--- config.mk ---
export PLATFORM = sky130hd
export DESIGN_NAME = csv_field_split_and_type_classify
export DESIGN_NICKNAME = d
export VERILOG_FILES = /design/src/rtl/core/cfs_pkg.sv /design/src/rtl/core/cfs_field_unit.sv /design/src/rtl/core/csv_field_split_and_type_classify.sv
export VERILOG_INCLUDE_DIRS = /design/src /design/src/rtl/core
export SDC_FILE = /design/constraint.sdc
export NUM_CORES = 1
export LEC_CHECK = 0
export ABC_AREA = 1
export BUFFER_PORTS_ARGS = -buffer_cell sky130_fd_sc_hd__buf_2
export CORE_ASPECT_RATIO = 1.5
export CORE_MARGIN = 4
export CORE_UTILIZATION = 50
export CTS_BUF_LIST = sky130_fd_sc_hd__clkbuf_4 sky130_fd_sc_hd__clkbuf_8
export DETAILED_ROUTE_END_ITERATION = 10
export PLACE_DENSITY = 0.71
export SETUP_SLACK_MARGIN = 0.1
export SLEW_MARGIN = 15
export SYNTH_ARGS = -nofsm -noshare
export SYNTH_HDL_FRONTEND = slang
export SYNTH_SLANG_ARGS = --single-unit
--- constraint.sdc ---
create_clock -name clk -period 5.7 [get_ports clk]
set_input_delay 1.14 -clock clk [delete_from_list [all_inputs] [get_ports clk]]
set_output_delay 1.14 -clock clk [all_outputs]
set_load 0.05 [all_outputs]
--- src/rtl/core/csv_field_split_and_type_classify_assert.svh ---
// Assertion macros used by the CSV field splitter top level.
`ifndef CSV_FIELD_SPLIT_AND_TYPE_CLASSIFY_ASSERT_SVH
`define CSV_FIELD_SPLIT_AND_TYPE_CLASSIFY_ASSERT_SVH

// Same-cycle implication, checked on every rising edge of clk outside reset.
`define CFS_ASSERT_IMP(label, ante, cons) \
	label: assert property (@(posedge clk) disable iff (!arst_n) (ante) |-> (cons)) \
		else $error("same-cycle check failed");

// Next-cycle implication, checked on every rising edge of clk outside reset.
`define CFS_ASSERT_NEXT(label, ante, cons) \
	label: assert property (@(posedge clk) disable iff (!arst_n) (ante) |=> (cons)) \
		else $error("next-cycle check failed");

`endif

--- src/rtl/core/cfs_pkg.sv ---
// Shared types, character codes and pattern automata for the CSV field splitter.
package cfs_pkg;

	localparam int MAX_COLUMNS = 64;
	localparam int COL_IDX_W   = $clog2(MAX_COLUMNS);
	localparam int COL_CNT_W   = $clog2(MAX_COLUMNS + 1);

	localparam logic [7:0] CH_LF    = 8'd10;
	localparam logic [7:0] CH_CR    = 8'd13;
	localparam logic [7:0] CH_SPACE = 8'd32;
	localparam logic [7:0] CH_QUOTE = 8'd34;
	localparam logic [7:0] CH_MINUS = 8'd45;
	localparam logic [7:0] CH_DOT   = 8'd46;
	localparam logic [7:0] CH_LOW_O = 8'd111;
	localparam logic [7:0] CH_LOW_T = 8'd116;
	localparam logic [7:0] CH_SEMI  = 8'd59;
	localparam logic [7:0] LEN_MAX  = 8'd255;
	localparam logic [7:0] LONG_LIMIT_RESET = 8'd40;

	// Register indexes on the configuration port.
	localparam logic REG_SEPARATOR  = 1'b0;
	localparam logic REG_LONG_LIMIT = 1'b1;

	typedef enum logic [2:0] {
		FT_ID     = 3'd0,
		FT_DATE   = 3'd1,
		FT_RANGE  = 3'd2,
		FT_DOUBLE = 3'd3,
		FT_INT    = 3'd4,
		FT_STRING = 3'd5,
		FT_LONG   = 3'd6
	} field_type_t;

	typedef enum logic [3:0] {
		ID_S0 = 4'd0, ID_S1 = 4'd1, ID_S2 = 4'd2, ID_S3 = 4'd3, ID_S4 = 4'd4,
		ID_S5 = 4'd5, ID_S6 = 4'd6, ID_S7 = 4'd7, ID_S8 = 4'd8, ID_S9 = 4'd9,
		ID_DEAD = 4'd15
	} id_st_t;

	typedef enum logic [3:0] {
		DT_S0 = 4'd0, DT_S1 = 4'd1, DT_S2 = 4'd2, DT_S3 = 4'd3, DT_S4 = 4'd4,
		DT_S5 = 4'd5, DT_S6 = 4'd6, DT_S7 = 4'd7, DT_S8 = 4'd8, DT_S9 = 4'd9,
		DT_DEAD = 4'd15
	} date_st_t;

	typedef enum logic [3:0] {
		DD_S0 = 4'd0, DD_S1 = 4'd1, DD_S2 = 4'd2, DD_S3 = 4'd3, DD_S4 = 4'd4,
		DD_S5 = 4'd5, DD_S6 = 4'd6, DD_S7 = 4'd7, DD_S8 = 4'd8, DD_S9 = 4'd9,
		DD_S10 = 4'd10, DD_DEAD = 4'd15
	} dot_st_t;

	typedef enum logic [3:0] {
		RG_S0 = 4'd0, RG_S1 = 4'd1, RG_S2 = 4'd2, RG_S3 = 4'd3, RG_S4 = 4'd4,
		RG_S5 = 4'd5, RG_S6 = 4'd6, RG_DEAD = 4'd15
	} rng_st_t;

	typedef enum logic [2:0] {
		DC_S0 = 3'd0, DC_S1 = 3'd1, DC_S2 = 3'd2, DC_S3 = 3'd3, DC_S4 = 3'd4,
		DC_DEAD = 3'd7
	} dec_st_t;

	typedef enum logic [1:0] {
		IN_S0 = 2'd0, IN_S1 = 2'd1, IN_S2 = 2'd2, IN_DEAD = 2'd3
	} int_st_t;

	typedef struct packed {
		id_st_t   id;
		date_st_t date;
		dot_st_t  dotted;
		rng_st_t  rng;
		dec_st_t  dec;
		int_st_t  intg;
	} dfa_t;

	localparam dfa_t DFA_START = '{ID_S0, DT_S0, DD_S0, RG_S0, DC_S0, IN_S0};
	localparam dfa_t DFA_DEAD  = '{ID_DEAD, DT_DEAD, DD_DEAD, RG_DEAD, DC_DEAD, IN_DEAD};

	typedef struct packed {
		logic [COL_IDX_W-1:0] column_index;
		logic                 column_overflow;
		field_type_t          field_type;
		logic [7:0]           field_length;
		logic                 last_in_line;
	} result_t;

	function automatic logic is_dig(input logic [7:0] c);
		return (c >= 8'd48) && (c <= 8'd57);
	endfunction

	function automatic logic is_alp(input logic [7:0] c);
		return ((c >= 8'd65) && (c <= 8'd90)) || ((c >= 8'd97) && (c <= 8'd122));
	endfunction

	function automatic id_st_t next_id(input id_st_t s, input logic [7:0] c);
		logic d;
		logic a;
		d = is_dig(c);
		a = is_alp(c);
		case (s)
			ID_S0: return d ? ID_S1 : ID_DEAD;
			ID_S1: return d ? ID_S2 : a ? ID_S4 : ID_DEAD;
			ID_S2: return d ? ID_S3 : a ? ID_S4 : ID_DEAD;
			ID_S3: return a ? ID_S4 : ID_DEAD;
			ID_S4: return a ? ID_S5 : ID_DEAD;
			ID_S5: return a ? ID_S6 : d ? ID_S7 : ID_DEAD;
			ID_S6: return d ? ID_S7 : ID_DEAD;
			ID_S7: return d ? ID_S8 : ID_DEAD;
			ID_S8: return d ? ID_S9 : ID_DEAD;
			default: return ID_DEAD;
		endcase
	endfunction

	function automatic date_st_t next_date(input date_st_t s, input logic [7:0] c);
		logic d;
		logic a;
		logic m;
		d = is_dig(c);
		a = is_alp(c);
		m = (c == CH_MINUS);
		case (s)
			DT_S0: return d ? DT_S1 : a ? DT_S4 : DT_DEAD;
			DT_S1: return d ? DT_S2 : m ? DT_S3 : DT_DEAD;
			DT_S2: return m ? DT_S3 : DT_DEAD;
			DT_S3: return a ? DT_S4 : DT_DEAD;
			DT_S4: return a ? DT_S5 : DT_DEAD;
			DT_S5: return a ? DT_S6 : m ? DT_S7 : DT_DEAD;
			DT_S6: return m ? DT_S7 : DT_DEAD;
			DT_S7: return d ? DT_S8 : DT_DEAD;
			DT_S8: return d ? DT_S9 : DT_DEAD;
			default: return DT_DEAD;
		endcase
	endfunction

	function automatic dot_st_t next_dotted(input dot_st_t s, input logic [7:0] c);
		logic d;
		logic a;
		logic sp;
		logic dt;
		d  = is_dig(c);
		a  = is_alp(c);
		sp = (c == CH_SPACE);
		dt = (c == CH_DOT);
		case (s)
			DD_S0: return d ? DD_S1 : DD_DEAD;
			DD_S1: return d ? DD_S2 : dt ? DD_S3 : DD_DEAD;
			DD_S2: return dt ? DD_S3 : DD_DEAD;
			DD_S3: return sp ? DD_S4 : DD_DEAD;
			DD_S4: return a ? DD_S5 : DD_DEAD;
			DD_S5: return a ? DD_S6 : DD_DEAD;
			DD_S6: return a ? DD_S7 : sp ? DD_S8 : DD_DEAD;
			DD_S7: return sp ? DD_S8 : DD_DEAD;
			DD_S8: return d ? DD_S9 : DD_DEAD;
			DD_S9: return d ? DD_S10 : DD_DEAD;
			default: return DD_DEAD;
		endcase
	endfunction

	function automatic rng_st_t next_rng(input rng_st_t s, input logic [7:0] c);
		logic n;
		logic sp;
		logic m;
		logic t;
		n  = is_dig(c) || (c == CH_DOT);
		sp = (c == CH_SPACE);
		m  = (c == CH_MINUS);
		t  = (c == CH_LOW_T);
		case (s)
			RG_S0: return n ? RG_S1 : RG_DEAD;
			RG_S1: return n ? RG_S1 : sp ? RG_S2 : m ? RG_S4 : t ? RG_S3 : RG_DEAD;
			RG_S2: return m ? RG_S4 : t ? RG_S3 : RG_DEAD;
			RG_S3: return (c == CH_LOW_O) ? RG_S4 : RG_DEAD;
			RG_S4: return sp ? RG_S5 : n ? RG_S6 : RG_DEAD;
			RG_S5: return n ? RG_S6 : RG_DEAD;
			RG_S6: return n ? RG_S6 : RG_DEAD;
			default: return RG_DEAD;
		endcase
	endfunction

	function automatic dec_st_t next_dec(input dec_st_t s, input logic [7:0] c);
		logic d;
		d = is_dig(c);
		case (s)
			DC_S0: return (c == CH_MINUS) ? DC_S1 : d ? DC_S2 : DC_DEAD;
			DC_S1: return d ? DC_S2 : DC_DEAD;
			DC_S2: return d ? DC_S2 : (c == CH_DOT) ? DC_S3 : DC_DEAD;
			DC_S3: return d ? DC_S4 : DC_DEAD;
			DC_S4: return d ? DC_S4 : DC_DEAD;
			default: return DC_DEAD;
		endcase
	endfunction

	function automatic int_st_t next_int(input int_st_t s, input logic [7:0] c);
		logic d;
		d = is_dig(c);
		case (s)
			IN_S0: return (c == CH_MINUS) ? IN_S1 : d ? IN_S2 : IN_DEAD;
			IN_S1: return d ? IN_S2 : IN_DEAD;
			IN_S2: return d ? IN_S2 : IN_DEAD;
			default: return IN_DEAD;
		endcase
	endfunction

	// Advances all six pattern automata by one byte.
	function automatic dfa_t feed(input dfa_t s, input logic [7:0] c);
		dfa_t n;
		n.id     = next_id(s.id, c);
		n.date   = next_date(s.date, c);
		n.dotted = next_dotted(s.dotted, c);
		n.rng    = next_rng(s.rng, c);
		n.dec    = next_dec(s.dec, c);
		n.intg   = next_int(s.intg, c);
		return n;
	endfunction

endpackage

--- src/rtl/core/cfs_field_unit.sv ---
// Field state, pattern automata and result formation for one byte beat.
module cfs_field_unit
	import cfs_pkg::*;
(
	input  logic       clk,
	input  logic       arst_n,
	input  logic       advance,
	input  logic [7:0] char_byte,
	input  logic       line_end,
	input  logic [7:0] separator_char,
	input  logic [7:0] long_string_limit,
	output logic       emit,
	output result_t    result
);

	logic                 in_quotes_q;
	logic                 raw_nonempty_q;
	logic                 content_started_q;
	logic [7:0]           pending_spaces_q;
	logic [7:0]           trimmed_length_q;
	logic [COL_CNT_W-1:0] column_q;
	dfa_t                 dfa_q;

	logic                 in_quotes_d;
	logic                 raw_nonempty_d;
	logic                 content_started_d;
	logic [7:0]           pending_spaces_d;
	logic [7:0]           trimmed_length_d;
	logic [COL_CNT_W-1:0] column_d;
	dfa_t                 dfa_d;

	logic                 append_en;
	logic                 clear_field;
	logic                 col_ovf;
	logic                 col_sat_inc;
	dfa_t                 dfa_sp1;
	dfa_t                 dfa_sp2;
	dfa_t                 dfa_pre;
	dfa_t                 dfa_app;
	logic [8:0]           len_sum;
	logic [7:0]           len_pre;
	logic [7:0]           len_app;
	field_type_t          ftype;

	// Held-back inner spaces are fed ahead of the next content byte.
	always_comb begin
		dfa_sp1 = feed(dfa_q, CH_SPACE);
		dfa_sp2 = feed(dfa_sp1, CH_SPACE);
		case (pending_spaces_q)
			8'd0: dfa_pre = dfa_q;
			8'd1: dfa_pre = dfa_sp1;
			8'd2: dfa_pre = dfa_sp2;
			default: dfa_pre = DFA_DEAD;
		endcase
		dfa_app = feed(dfa_pre, char_byte);
		len_sum = {1'b0, trimmed_length_q} + {1'b0, pending_spaces_q};
		len_pre = len_sum[8] ? LEN_MAX : len_sum[7:0];
		len_app = (len_pre != LEN_MAX) ? len_pre + 8'd1 : len_pre;
	end

	always_comb begin
		if ((dfa_q.id == ID_S8) || (dfa_q.id == ID_S9)) begin
			ftype = FT_ID;
		end else if ((dfa_q.date == DT_S9) || (dfa_q.dotted == DD_S10)) begin
			ftype = FT_DATE;
		end else if (dfa_q.rng == RG_S6) begin
			ftype = FT_RANGE;
		end else if (dfa_q.dec == DC_S4) begin
			ftype = FT_DOUBLE;
		end else if (dfa_q.intg == IN_S2) begin
			ftype = FT_INT;
		end else if (trimmed_length_q > long_string_limit) begin
			ftype = FT_LONG;
		end else begin
			ftype = FT_STRING;
		end
	end

	assign col_ovf     = (column_q == COL_CNT_W'(MAX_COLUMNS));
	assign col_sat_inc = !col_ovf;

	assign result.column_index    = col_ovf ? COL_IDX_W'(MAX_COLUMNS - 1)
	                                        : column_q[COL_IDX_W-1:0];
	assign result.column_overflow = col_ovf;
	assign result.field_type      = ftype;
	assign result.field_length    = trimmed_length_q;
	assign result.last_in_line    = line_end;

	always_comb begin
		emit        = 1'b0;
		append_en   = 1'b0;
		clear_field = 1'b0;
		in_quotes_d = in_quotes_q;
		column_d    = column_q;
		if (line_end) begin
			emit        = raw_nonempty_q;
			clear_field = 1'b1;
			in_quotes_d = 1'b0;
			column_d    = '0;
		end else if ((char_byte == CH_CR) || (char_byte == CH_LF)) begin
			emit = 1'b0;
		end else if (in_quotes_q) begin
			if (char_byte == CH_QUOTE) begin
				in_quotes_d = 1'b0;
			end else begin
				append_en = 1'b1;
			end
		end else if (char_byte == separator_char) begin
			emit        = 1'b1;
			clear_field = 1'b1;
			if (col_sat_inc) begin
				column_d = column_q + COL_CNT_W'(1);
			end
		end else if (char_byte == CH_QUOTE) begin
			in_quotes_d = 1'b1;
		end else begin
			append_en = 1'b1;
		end

		raw_nonempty_d    = raw_nonempty_q;
		content_started_d = content_started_q;
		pending_spaces_d  = pending_spaces_q;
		trimmed_length_d  = trimmed_length_q;
		dfa_d             = dfa_q;
		if (clear_field) begin
			raw_nonempty_d    = 1'b0;
			content_started_d = 1'b0;
			pending_spaces_d  = '0;
			trimmed_length_d  = '0;
			dfa_d             = DFA_START;
		end else if (append_en) begin
			raw_nonempty_d = 1'b1;
			if (char_byte == CH_SPACE) begin
				if (content_started_q && (pending_spaces_q != LEN_MAX)) begin
					pending_spaces_d = pending_spaces_q + 8'd1;
				end
			end else begin
				pending_spaces_d  = '0;
				trimmed_length_d  = len_app;
				dfa_d             = dfa_app;
				content_started_d = 1'b1;
			end
		end
	end

	always_ff @(posedge clk or negedge arst_n) begin
		if (!arst_n) begin
			in_quotes_q       <= 1'b0;
			raw_nonempty_q    <= 1'b0;
			content_started_q <= 1'b0;
			pending_spaces_q  <= '0;
			trimmed_length_q  <= '0;
			column_q          <= '0;
			dfa_q             <= DFA_START;
		end else if (advance) begin
			in_quotes_q       <= in_quotes_d;
			raw_nonempty_q    <= raw_nonempty_d;
			content_started_q <= content_started_d;
			pending_spaces_q  <= pending_spaces_d;
			trimmed_length_q  <= trimmed_length_d;
			column_q          <= column_d;
			dfa_q             <= dfa_d;
		end
	end

endmodule

--- src/rtl/core/csv_field_split_and_type_classify.sv ---
// Top level of the CSV field splitter with streaming field type classification.
// One line byte, or one end-of-line marker, enters per beat on the input channel
// and the block sustains one beat per clock: a beat is captured in an input
// register, the field state and six small pattern automata advance in a single
// combinational pass behind it, and any finished field lands in an output
// register. A separator byte outside quotes, other than CR or LF, always produces
// a result beat (an empty field reports as a string of length zero); the
// end-of-line marker produces one only if the open field received any byte other
// than a quote, CR or LF, and then carries last_in_line. CR and LF are dropped, a
// double quote toggles literal mode and is itself dropped, and leading and
// trailing spaces are trimmed. Types are checked in the order id, date, range,
// double, integer; otherwise the field is a long string when its trimmed length
// exceeds long_string_limit, else a string. Columns count up to 63 and further
// fields report column 63 with column_overflow set. The input keeps flowing while
// a result beat waits on a stalled output: only a beat that itself produces a
// result waits for the output register to free up.
// Registers (byte addresses): 0x0 separator_char (reset ';'), 0x4
// long_string_limit (reset 40). Write them only while the block is idle.
`include "csv_field_split_and_type_classify_assert.svh"

module csv_field_split_and_type_classify
	import cfs_pkg::*;
(
	input  logic                 clk,
	input  logic                 arst_n,
	// APB configuration port
	input  logic                 psel,
	input  logic                 penable,
	input  logic                 pwrite,
	input  logic [2:0]           paddr,
	input  logic [31:0]          pwdata,
	output logic [31:0]          prdata,
	output logic                 pready,
	// Byte input channel
	input  logic                 in_valid,
	output logic                 in_stall,
	input  logic [7:0]           char_byte,
	input  logic                 line_end,
	// Field result channel
	output logic                 out_valid,
	input  logic                 out_stall,
	output logic [COL_IDX_W-1:0] column_index,
	output logic                 column_overflow,
	output logic [2:0]           field_type,
	output logic [7:0]           field_length,
	output logic                 last_in_line
);

	logic [7:0] separator_q;
	logic [7:0] long_limit_q;

	logic       valid_s1;
	logic [7:0] byte_s1;
	logic       line_end_s1;

	logic       out_valid_q;
	result_t    out_q;

	logic       emit;
	result_t    result;
	logic       out_free;
	logic       adv_s1;
	logic       in_accept;
	logic       cfg_write;

	// Configuration registers.
	assign pready    = 1'b1;
	assign cfg_write = psel && penable && pwrite;

	always_ff @(posedge clk or negedge arst_n) begin
		if (!arst_n) begin
			separator_q  <= CH_SEMI;
			long_limit_q <= LONG_LIMIT_RESET;
		end else if (cfg_write) begin
			case (paddr[2])
				REG_SEPARATOR: separator_q <= pwdata[7:0];
				REG_LONG_LIMIT: long_limit_q <= pwdata[7:0];
				default: separator_q <= separator_q;
			endcase
		end
	end

	always_comb begin
		case (paddr[2])
			REG_SEPARATOR: prdata = {24'd0, separator_q};
			REG_LONG_LIMIT: prdata = {24'd0, long_limit_q};
			default: prdata = '0;
		endcase
	end

	// The beat in the input register moves on unless it finishes a field while
	// the output register is still holding an untaken result.
	assign out_free  = !out_valid_q || !out_stall;
	assign adv_s1    = valid_s1 && (!emit || out_free);
	assign in_stall  = valid_s1 && !adv_s1;
	assign in_accept = in_valid && !in_stall;

	always_ff @(posedge clk or negedge arst_n) begin
		if (!arst_n) begin
			valid_s1 <= 1'b0;
		end else if (in_accept) begin
			valid_s1 <= 1'b1;
		end else if (adv_s1) begin
			valid_s1 <= 1'b0;
		end
	end

	always_ff @(posedge clk) begin
		if (in_accept) begin
			byte_s1     <= char_byte;
			line_end_s1 <= line_end;
		end
	end

	cfs_field_unit u_field (
		.clk               (clk),
		.arst_n            (arst_n),
		.advance           (adv_s1),
		.char_byte         (byte_s1),
		.line_end          (line_end_s1),
		.separator_char    (separator_q),
		.long_string_limit (long_limit_q),
		.emit              (emit),
		.result            (result)
	);

	// Output register.
	always_ff @(posedge clk or negedge arst_n) begin
		if (!arst_n) begin
			out_valid_q <= 1'b0;
		end else if (adv_s1 && emit) begin
			out_valid_q <= 1'b1;
		end else if (!out_stall) begin
			out_valid_q <= 1'b0;
		end
	end

	always_ff @(posedge clk) begin
		if (adv_s1 && emit) begin
			out_q <= result;
		end
	end

	assign out_valid       = out_valid_q;
	assign column_index    = out_q.column_index;
	assign column_overflow = out_q.column_overflow;
	assign field_type      = out_q.field_type;
	assign field_length    = out_q.field_length;
	assign last_in_line    = out_q.last_in_line;

	`CFS_ASSERT_IMP(a_stall_needs_beat, in_stall, valid_s1 && emit && out_valid_q)
	`CFS_ASSERT_NEXT(a_emit_loads_out, adv_s1 && emit, out_valid_q)
	`CFS_ASSERT_IMP(a_ovf_last_col, out_valid_q && out_q.column_overflow,
		out_q.column_index == COL_IDX_W'(MAX_COLUMNS - 1))
	`CFS_ASSERT_IMP(a_long_over_limit, out_valid_q && (out_q.field_type == FT_LONG),
		out_q.field_length > long_limit_q)

endmodule

==> Implementation_results.wiki, run 1 <==
{| class="wikitable"
! Metric !! Value
|-
| Outcome || finished, final reports clean
|-
| Die Outline Area || around 16000 µm²
|-
| Total global routing overflow || 0
|-
| Number of gates resized after cts || 0
|-
| Netlist cell types || between 40 and 50
|-
| Remaining DRCs || 0
|-
| Total standard cell area after synthesis || roughly 7100 µm²
|-
| First-pass GRT wire length || 29500 µm
|-
| F_max || roughly 310 MHz
|-
| Die span in x || about 110 µm
|-
| Share of cells above drive strength 1 || 12.4%
|-
| Required time worst endpoint || 4.56 ns
|-
| Cells along the critical path || inv_1 > nand2_1 > nand2_1 > nand2_1 > nor2_1 > nand3_1 > nand2_1 > nand4_2 > nor2_1 > buf_2
|-
| Via count of the first global-routing pass || 6415
|-
| Fraction of synthesized cell area in xor and xnor cells || 1.49%
|-
| Layout net count || about 1200
|-
| H-tree depth || 3
|-
| Post-synthesis cell type with the largest combined area || dfrtp_1
|-
| Critical Path Max Stage Delay || around 0.53 ns
|-
| Sink of the worst hold path || u_field.content_started_q
|-
| Compound-gate portion of the synthesized area || between 7 and 8%
|-
| P_sw || 0.00103 W
|-
| Cell with the largest stage delay on the worst path || edfxtp_1
|-
| Initial Util || roughly half
|-
| Number of fill cells in the layout || around 1400
|-
| Final setup skew || 0.00789 ns
|-
| Maximum number of pins on one net before global-route repair || 66
|-
| Clock tree sinks || between 90 and 100
|-
| Switching Fraction || 43.0%
|-
| Number of buffers created by CTS || 9
|-
| Routed vias/inst || 5.21
|-
| Static leakage || 4.09 nW
|-
| Worst Setup Path Type || reg -> out
|-
| Cell depth of the worst min-delay path || 2
|-
| Mean instance size in the synthesized netlist || between 6 and 7 µm²
|-
| Internal power of the cells || 0.00137 W
|-
| Worst-case register-to-register setup slack || 2.66 ns
|-
| Number of cells produced by synthesis || 1041
|-
| Clock share of power || a little over a fifth
|-
| Antenna violations before repair || 0
|-
| Global placement routability congestion || 0.863
|-
| Depth of the most critical reg-to-reg path || 15
|-
| Fraction of the mapped netlist area in simple logic gates || between 30% and 40%
|-
| Number of antenna cells inserted || 0
|-
| Data arrival time of the critical path || around 2.1 ns
|-
| Max-cap violation count || 0
|-
| First-pass iteration count of the detailed router || 5
|-
| Place WS || between 2 and 3 ns
|-
| I/O pin total || between 100 and 150
|-
| Cell area power density || 317 nW/µm²
|-
| Setup violation total in the final timing report || 0
|-
| Path category of the worst min-delay check || reg -> reg
|-
| Ratio of final minimum period to clock period || between 50% and 60%
|-
| Synthesis Warnings || 0
|-
| Vertical die dimension || 154 µm
|-
| CTS tree || yes
|-
| Dominant combinational cell family by area after synthesis || simple AND/OR/NAND/NOR gates
|-
| Worst-margin pin slew || ~0.95 ns
|-
| Dominant cell type by count on the critical path || nand2_1
|-
| Kind of launch point of the worst setup path || flip-flop
|-
| Area contributors post-synth || dfrtp_1, nand2_1, edfxtp_1, inv_1, nand3_1
|-
| Routed length per instance || around 14 µm
|-
| CTS hold repair buffers || 0
|-
| Worst min-delay path startpoint || u_field.content_started_q
|-
| Growth of design area from synthesis to finish || 7.17%
|-
| Starting DRC count in detailed routing || 340
|-
| Clock transition at the register clock pins on the worst setup and hold paths after CTS || around 0.090 ns
|-
| Count of nets left with antenna violations after detail routing || 0
|-
| Maximum clock insertion buffer count || 2
|-
| Worst r2r src || u_field.pending_spaces_q[0]
|-
| Sequential Power Share || between 30% and 40%
|-
| Flip-flop and latch count after synthesis || 93
|-
| Portion of synthesized cell area occupied by the leading cell type || between 20% and 30%
|-
| Part of the Yosys area used for sequential elements || between 30% and 40%
|-
| Setup repair after global routing missed its margin || no
|-
| Placeable Area || approximately 14000 µm²
|-
| Post-DP HPWL || ~13000 µm
|-
| Final hold violation count || 0
|-
| Shortest period the worst path allows || 3.25 ns
|-
| Detailed-route wire length || 17400 µm
|-
| Global Route Usage Sum || between 20% and 30%
|-
| Vias || between 6000 and 7000
|-
| Clock insertion delay at the later pin of the skew report || about 0.38 ns
|-
| Port buffer count || 53
|-
| Row cnt || between 50 and 60
|-
| Max Transition Viols Final || 0
|-
| Max rail drop VDD || around 0.00022 V
|-
| Root buffer selected by CTS || clkbuf_8
|-
| Endpoint kind of the worst setup timing path || output port
|-
| Fraction of the mapped netlist area in adder cells || around 4.7%
|-
| Share of total power in combinational logic || about two fifths
|-
| Endpoint of the worst register-to-register path || u_field.trimmed_length_q[0]
|-
| Maximum fanout along the worst path || 8
|-
| Setup TNS after final layout || 0 ns
|-
| Least setup slack across all paths after layout || between 2 and 2.5 ns
|-
| Post-CTS repair timing setup buffer count || 0
|-
| Share of cell area taken by muxes after synthesis || 0%
|-
| Relative slew margins || between 30% and 40%
|}
## worst max-delay path by stage
| stage | start | endpoint | cells past startpoint |
|---|---|---|---|
| after floorplan | paddr[2] | prdata[5] | 3 |
| after global placement | paddr[2] | prdata[3] | 3 |
| after detailed placement | out_stall | in_stall | 6 |
| after CTS | byte_s1[4] | in_stall | 10 |
| after global routing | byte_s1[4] | in_stall | 10 |
| final | byte_s1[4] | in_stall | 10 |
## power groups by stage
stage / clock [W] / combinational, W / sequential [W]
after floorplan: 0 / 0.000792 / 0.000913
after global placement: 0 / 0.000994 / 0.000905
after detailed placement: 0 / 0.00101 / 0.000906
after CTS: 0.000512 / 0.00101 / 0.000894
after global routing: 0.000540 / 0.00116 / 0.000908
final: 0.000499 / 0.00101 / 0.000895
## per-layer routing
metal / routed length [µm] / track usage [%]
met5: 0 / 0
met2: 9310 / 42.3
met4: 530 / 9.57
met3: 619 / 3.23
met1: 6930 / 24.5
## cell usage after synthesis, drive strengths merged
cell      n
nand2   360
inv     141
nor2    120
nand3    97
dfrtp    58
o21ai    52
buf      35
a21oi    28
edfxtp   28
ha       25
nand4    19
nor3     15
clkbuf    8
dfstp     7
nand3b    7
o211ai    6
xnor2     6
xor2      6
nor4      4
or2       4
a21o      2
and3      2
conb      2
o21bai    2
o41ai     2
a21boi    1
a31oi     1
fa        1
o21a      1
o31ai     1
## worst max-delay path: cells and delay by family (launching register included)
kind                   cells  cell delay [ns]
buffers and inverters      2             0.39
flip-flops                 1             0.53
AND/OR/NAND/NOR            8             0.79
## cells by family (layout without fill, tap and decap cells)
logic type,after synthesis,in the layout
other,2,25
buffers and inverters,184,212
AOI/OAI and AO/OA,96,96
adders and majority gates,26,26
and+or+nand+nor,628,628
xor gates and xnor gates,12,12
DFF,93,93
## stage by stage
step	cell area, µm²	utilization [%]	hold slack, ns	instances	power (W)
after floorplan	7150	-	0.424	1064	0.00171
after global routing	7570	54.4	0.532	1257	0.00261
after detailed placement	7350	52.8	0.475	1241	0.00191
after CTS	7570	54.4	0.496	1257	0.00242
after global placement	7350	52.8	0.464	1241	0.00190
final	7570	54.4	0.496	1257	0.00240
## flip-flops by register name, summed over array words and instances (netlist names)
register	flops
u_field.dfa_q	21
column_index	6
field_length	8
u_field.column_q	7
u_field.pending_spaces_q	8
last_in_line	1
u_field.content_started_q	1
byte_s1	8
column_overflow	1
line_end_s1	1
field_type	3
valid_s1	1
out_valid	1
separator_q	8
u_field.trimmed_length_q	8
long_limit_q	8
u_field.in_quotes_q	1
u_field.raw_nonempty_q	1
## layout by cell type, fill, tap and decap left out, types with 3 or more instances in the layout
cell / count
nor3_1: 12
or2_2: 3
nor2_1: 99
nor2_4: 8
buf_2: 53
nand2_2: 10
o21ai_1: 11
conb_1: 25
nand3b_1: 7
nand4_1: 18
a21oi_1: 26
nand3_1: 92
o21ai_0: 41
nor2_2: 12
dfstp_2: 7
xnor2_1: 6
xor2_1: 6
clkbuf_8: 9
inv_2: 10
dfrtp_1: 58
nand3_2: 5
nor4_1: 4
inv_1: 131
ha_1: 25
nand2_1: 348
o211ai_1: 5
edfxtp_1: 28
## final cells by class
class	count	area [µm²]	area share (%)
clock buffer	9	124	1.64
clock inverter	7	96.3	1.27
inverter	141	529	6.99
multi-input combinational	787	3860	51.0
sequential	93	2480	32.7
tap	165	206	2.73
timing repair buffer	55	280	3.70
Note: power is estimated with default switching activity, not from simulation.
==> run 2: changes to the inputs <==
==> constraint.sdc (replaced) <==
create_clock -name clk -period 3.3 [get_ports clk]
set_input_delay 0.66 -clock clk [delete_from_list [all_inputs] [get_ports clk]]
set_output_delay 0.66 -clock clk [all_outputs]
set_load 0.05 [all_outputs]
==> Implementation_results.wiki, run 2 (same netlist as run 1, synthesis figures left out) <==
{| class="wikitable"
! Metric !! Value
|-
| Worst setup path start || byte_s1[4] (unchanged)
|-
| Max reg flops || 21 (unchanged)
|-
| Utilization of the core after routing || 54.5% (was 54.4%)
|-
| Static leakage || 4.09 nW (about the same)
|-
| Worst-case register-to-register setup slack || 0.51 ns (was 2.66 ns)
|-
| Cell with the largest stage delay on the worst path || edfxtp_1 (unchanged)
|-
| Row cnt || 53 (unchanged)
|-
| Endpoint of the worst register-to-register path || u_field.trimmed_length_q[0] (unchanged)
|-
| Port buffer count || 53 (unchanged)
|-
| Clock insertion delay at the later pin of the skew report || 0.38 ns (about the same)
|-
| Count of nets left with antenna violations after detail routing || 0 (unchanged)
|-
| Outcome || finished, final reports clean (unchanged)
|-
| Register with the most flip-flops || u_field.dfa_q (unchanged)
|-
| Final setup skew || 0.0127 ns (was 0.00789 ns)
|-
| Cell area power density || 537 nW/µm² (was 317 nW/µm²)
|-
| Max-cap violation count || 0 (unchanged)
|-
| H-tree depth || 3 (unchanged)
|-
| Path category of the worst min-delay check || in -> reg (was reg -> reg)
|-
| Root buffer selected by CTS || clkbuf_8 (unchanged)
|-
| Depth of the most critical reg-to-reg path || 15 (unchanged)
|-
| Maximum fanout along the worst path || 8 (unchanged)
|-
| Data arrival time of the critical path || 2.18 ns (was 2.11 ns)
|-
| Critical Path Max Stage Delay || 0.53 ns (about the same)
|-
| Global-route met1 utilization || 24.6% (was 24.5%)
|-
| First-pass iteration count of the detailed router || 5 (unchanged)
|-
| Setup repair after global routing missed its margin || no (unchanged)
|-
| Most frequent cells in the layout || nand2_1, inv_1, nor2_1 (unchanged)
|-
| Clock share of power || 19.3% (was 20.8%)
|-
| Sum of internal, switching and leakage power || 0.00408 W (was 0.00240 W)
|-
| Maximum number of pins on one net before global-route repair || 66 (unchanged)
|-
| Setup TNS after final layout || 0 ns (unchanged)
|-
| P_sw || 0.00179 W (was 0.00103 W)
|-
| Worst-margin pin slew || 0.883 ns (was 0.949 ns)
|-
| Max Transition Viols Final || 0 (unchanged)
|-
| Post-DP HPWL || 13500 µm (was 13400 µm)
|-
| Place WS || 0.420 ns (was 2.57 ns)
|-
| Global placement routability congestion || 0.934 (was 0.863)
|-
| Remaining DRCs || 0 (unchanged)
|-
| F_max || 353 MHz
|-
| Number of buffers created by CTS || 9 (unchanged)
|-
| Total global routing overflow || 0 (unchanged)
|-
| Number of antenna cells inserted || 0 (unchanged)
|-
| CTS hold repair buffers || 0 (unchanged)
|-
| Ratio of final minimum period to clock period || a little under nine tenths
|-
| Growth of design area from synthesis to finish || 7.40% (was 7.17%)
|-
| Dominant cell type by count on the critical path || nand2_1 (unchanged)
|-
| Worst r2r src || u_field.pending_spaces_q[0] (unchanged)
|-
| Switching Fraction || 43.8% (was 43.0%)
|-
| Routed vias/inst || 5.22 (was 5.21)
|-
| Endpoint kind of the worst setup timing path || output port (unchanged)
|-
| Global Route Usage Sum || 22.3% (was 22.4%)
|-
| Placeable Area || 13900 µm² (unchanged)
|-
| Max rail drop VDD || 0.000345 V (was 0.000217 V)
|-
| Cells along the critical path || inv_1 > nand2_1 > nand2_1 > nand2_1 > nor2_1 > nand3_1 > nand2_1 > nand4_2 > nor2_1 > buf_2 (unchanged)
|-
| Crit path capture || in_stall (unchanged)
|-
| Relative slew margins || 41.1% (was 36.7%)
|-
| Starting DRC count in detailed routing || 386 (was 340)
|-
| I/O pin total || 105 (unchanged)
|-
| Vias || 6587 (was 6549)
|-
| Setup violation total in the final timing report || 0 (unchanged)
|-
| Antenna violations before repair || 0 (unchanged)
|-
| Total placed instance area || 7390 µm² (was 7350 µm²)
|-
| Sequential Power Share || 37.9% (was 37.3%)
|-
| Required time worst endpoint || 2.64 ns (was 4.56 ns)
|-
| Shortest period the worst path allows || approximately 2.8 ns
|-
| Initial Util || 50.7% (unchanged)
|-
| Routed length per instance || 13.9 µm (was 13.8 µm)
|-
| Vertical die dimension || 154 µm (unchanged)
|-
| Die Outline Area || 16100 µm² (unchanged)
|-
| Clock tree sinks || 93 (unchanged)
|-
| GR Util met2 || 41.7% (was 42.3%)
|-
| Layout net count || 1169 (was 1164)
|-
| Final hold violation count || 0 (unchanged)
|-
| Kind of launch point of the worst setup path || flip-flop (unchanged)
|-
| Maximum clock insertion buffer count || 2 (unchanged)
|-
| Worst Setup Path Type || reg -> out (unchanged)
|-
| Detailed-route wire length || 17500 µm (was 17400 µm)
|-
| Die span in x || 105 µm (unchanged)
|-
| CTS tree || yes (unchanged)
|-
| First-pass GRT wire length || 29500 µm (about the same)
|-
| GR peak layer || met2 (unchanged)
|-
| Least setup slack across all paths after layout || 0.464 ns (was 2.45 ns)
|-
| Share of cells above drive strength 1 || 12.9% (was 12.4%)
|-
| Met3 usage || 3.86% (was 3.23%)
|-
| Clock transition at the register clock pins on the worst setup and hold paths after CTS || 0.10 ns (was 0.09 ns)
|-
| Share of total power in combinational logic || 42.8% (was 42.0%)
|-
| Via count of the first global-routing pass || 6473 (was 6415)
|-
| Internal power of the cells || 0.00229 W (was 0.00137 W)
|-
| Post-Layout Inst Area || 7590 µm² (was 7570 µm²)
|-
| Most frequent standard cell in the layout excluding fill and tap cells || nand2_1 (unchanged)
|}
run 2: changes by cell type in the layout (fill, tap and decap cells not counted), sizes merged:
cell,delta
clkinvlp,+1
bufinv,-1
buf,+5
run 2: layer usage:
layer / routed length (µm) / vias up
met5: 0 / -
met4: 554 / 0
met3: 758 / 39
met2: 9300 / 141
met1: 6870 / 3037
li1: - / 3370
run 2: cell type report:
type	count	area (µm²)
sequential	93	2480
clock buffer	9	124
clock inverter	7	71.3
multi-input combinational	787	3860
inverter	141	529
tap	165	206
timing repair buffer	60	318
fill	1433	6340
run 2: metrics by stage:
step                      cells  hold WS, ns
final                      1262        0.451
after global routing       1262        0.438
after CTS                  1262        0.443
after detailed placement   1246        0.483
after global placement     1246        0.463
after floorplan            1064        0.364
run 2: worst min-delay path by stage:
stage | from | endpoint | cells past startpoint
3_3_place_gp | u_field.dfa_q[15] | u_field.dfa_q[15] | 2
6_report | char_byte[2] | byte_s1[2] | 1
3_5_place_dp | u_field.dfa_q[15] | u_field.dfa_q[15] | 2
4_1_cts | char_byte[2] | byte_s1[2] | 1
5_1_grt | char_byte[3] | byte_s1[3] | 1
2_1_floorplan | arst_n | long_limit_q[0] | 0
run 2: worst max-delay path: cells and delay by family (launching register included):
kind                   cells  cell delay (ns)
buffers and inverters      2             0.38
DFF                        1             0.53
and+or+nand+nor            8             0.88
run 2: power groups by stage:
stage | sequential, W | combinational, W | clock [W]
finish | 0.00155 | 0.00174 | 0.000787
global route | 0.00157 | 0.00199 | 0.000860
CTS | 0.00154 | 0.00175 | 0.000809
detailed placement | 0.00157 | 0.00174 | 0
global placement | 0.00156 | 0.00172 | 0
floorplan | 0.00158 | 0.00137 | 0
run 2: timing repair:
item | CTS | global route
resized for setup | 0 | 1
buffers inserted | 0 | 0
setup endpoints to repair | 0 | 5
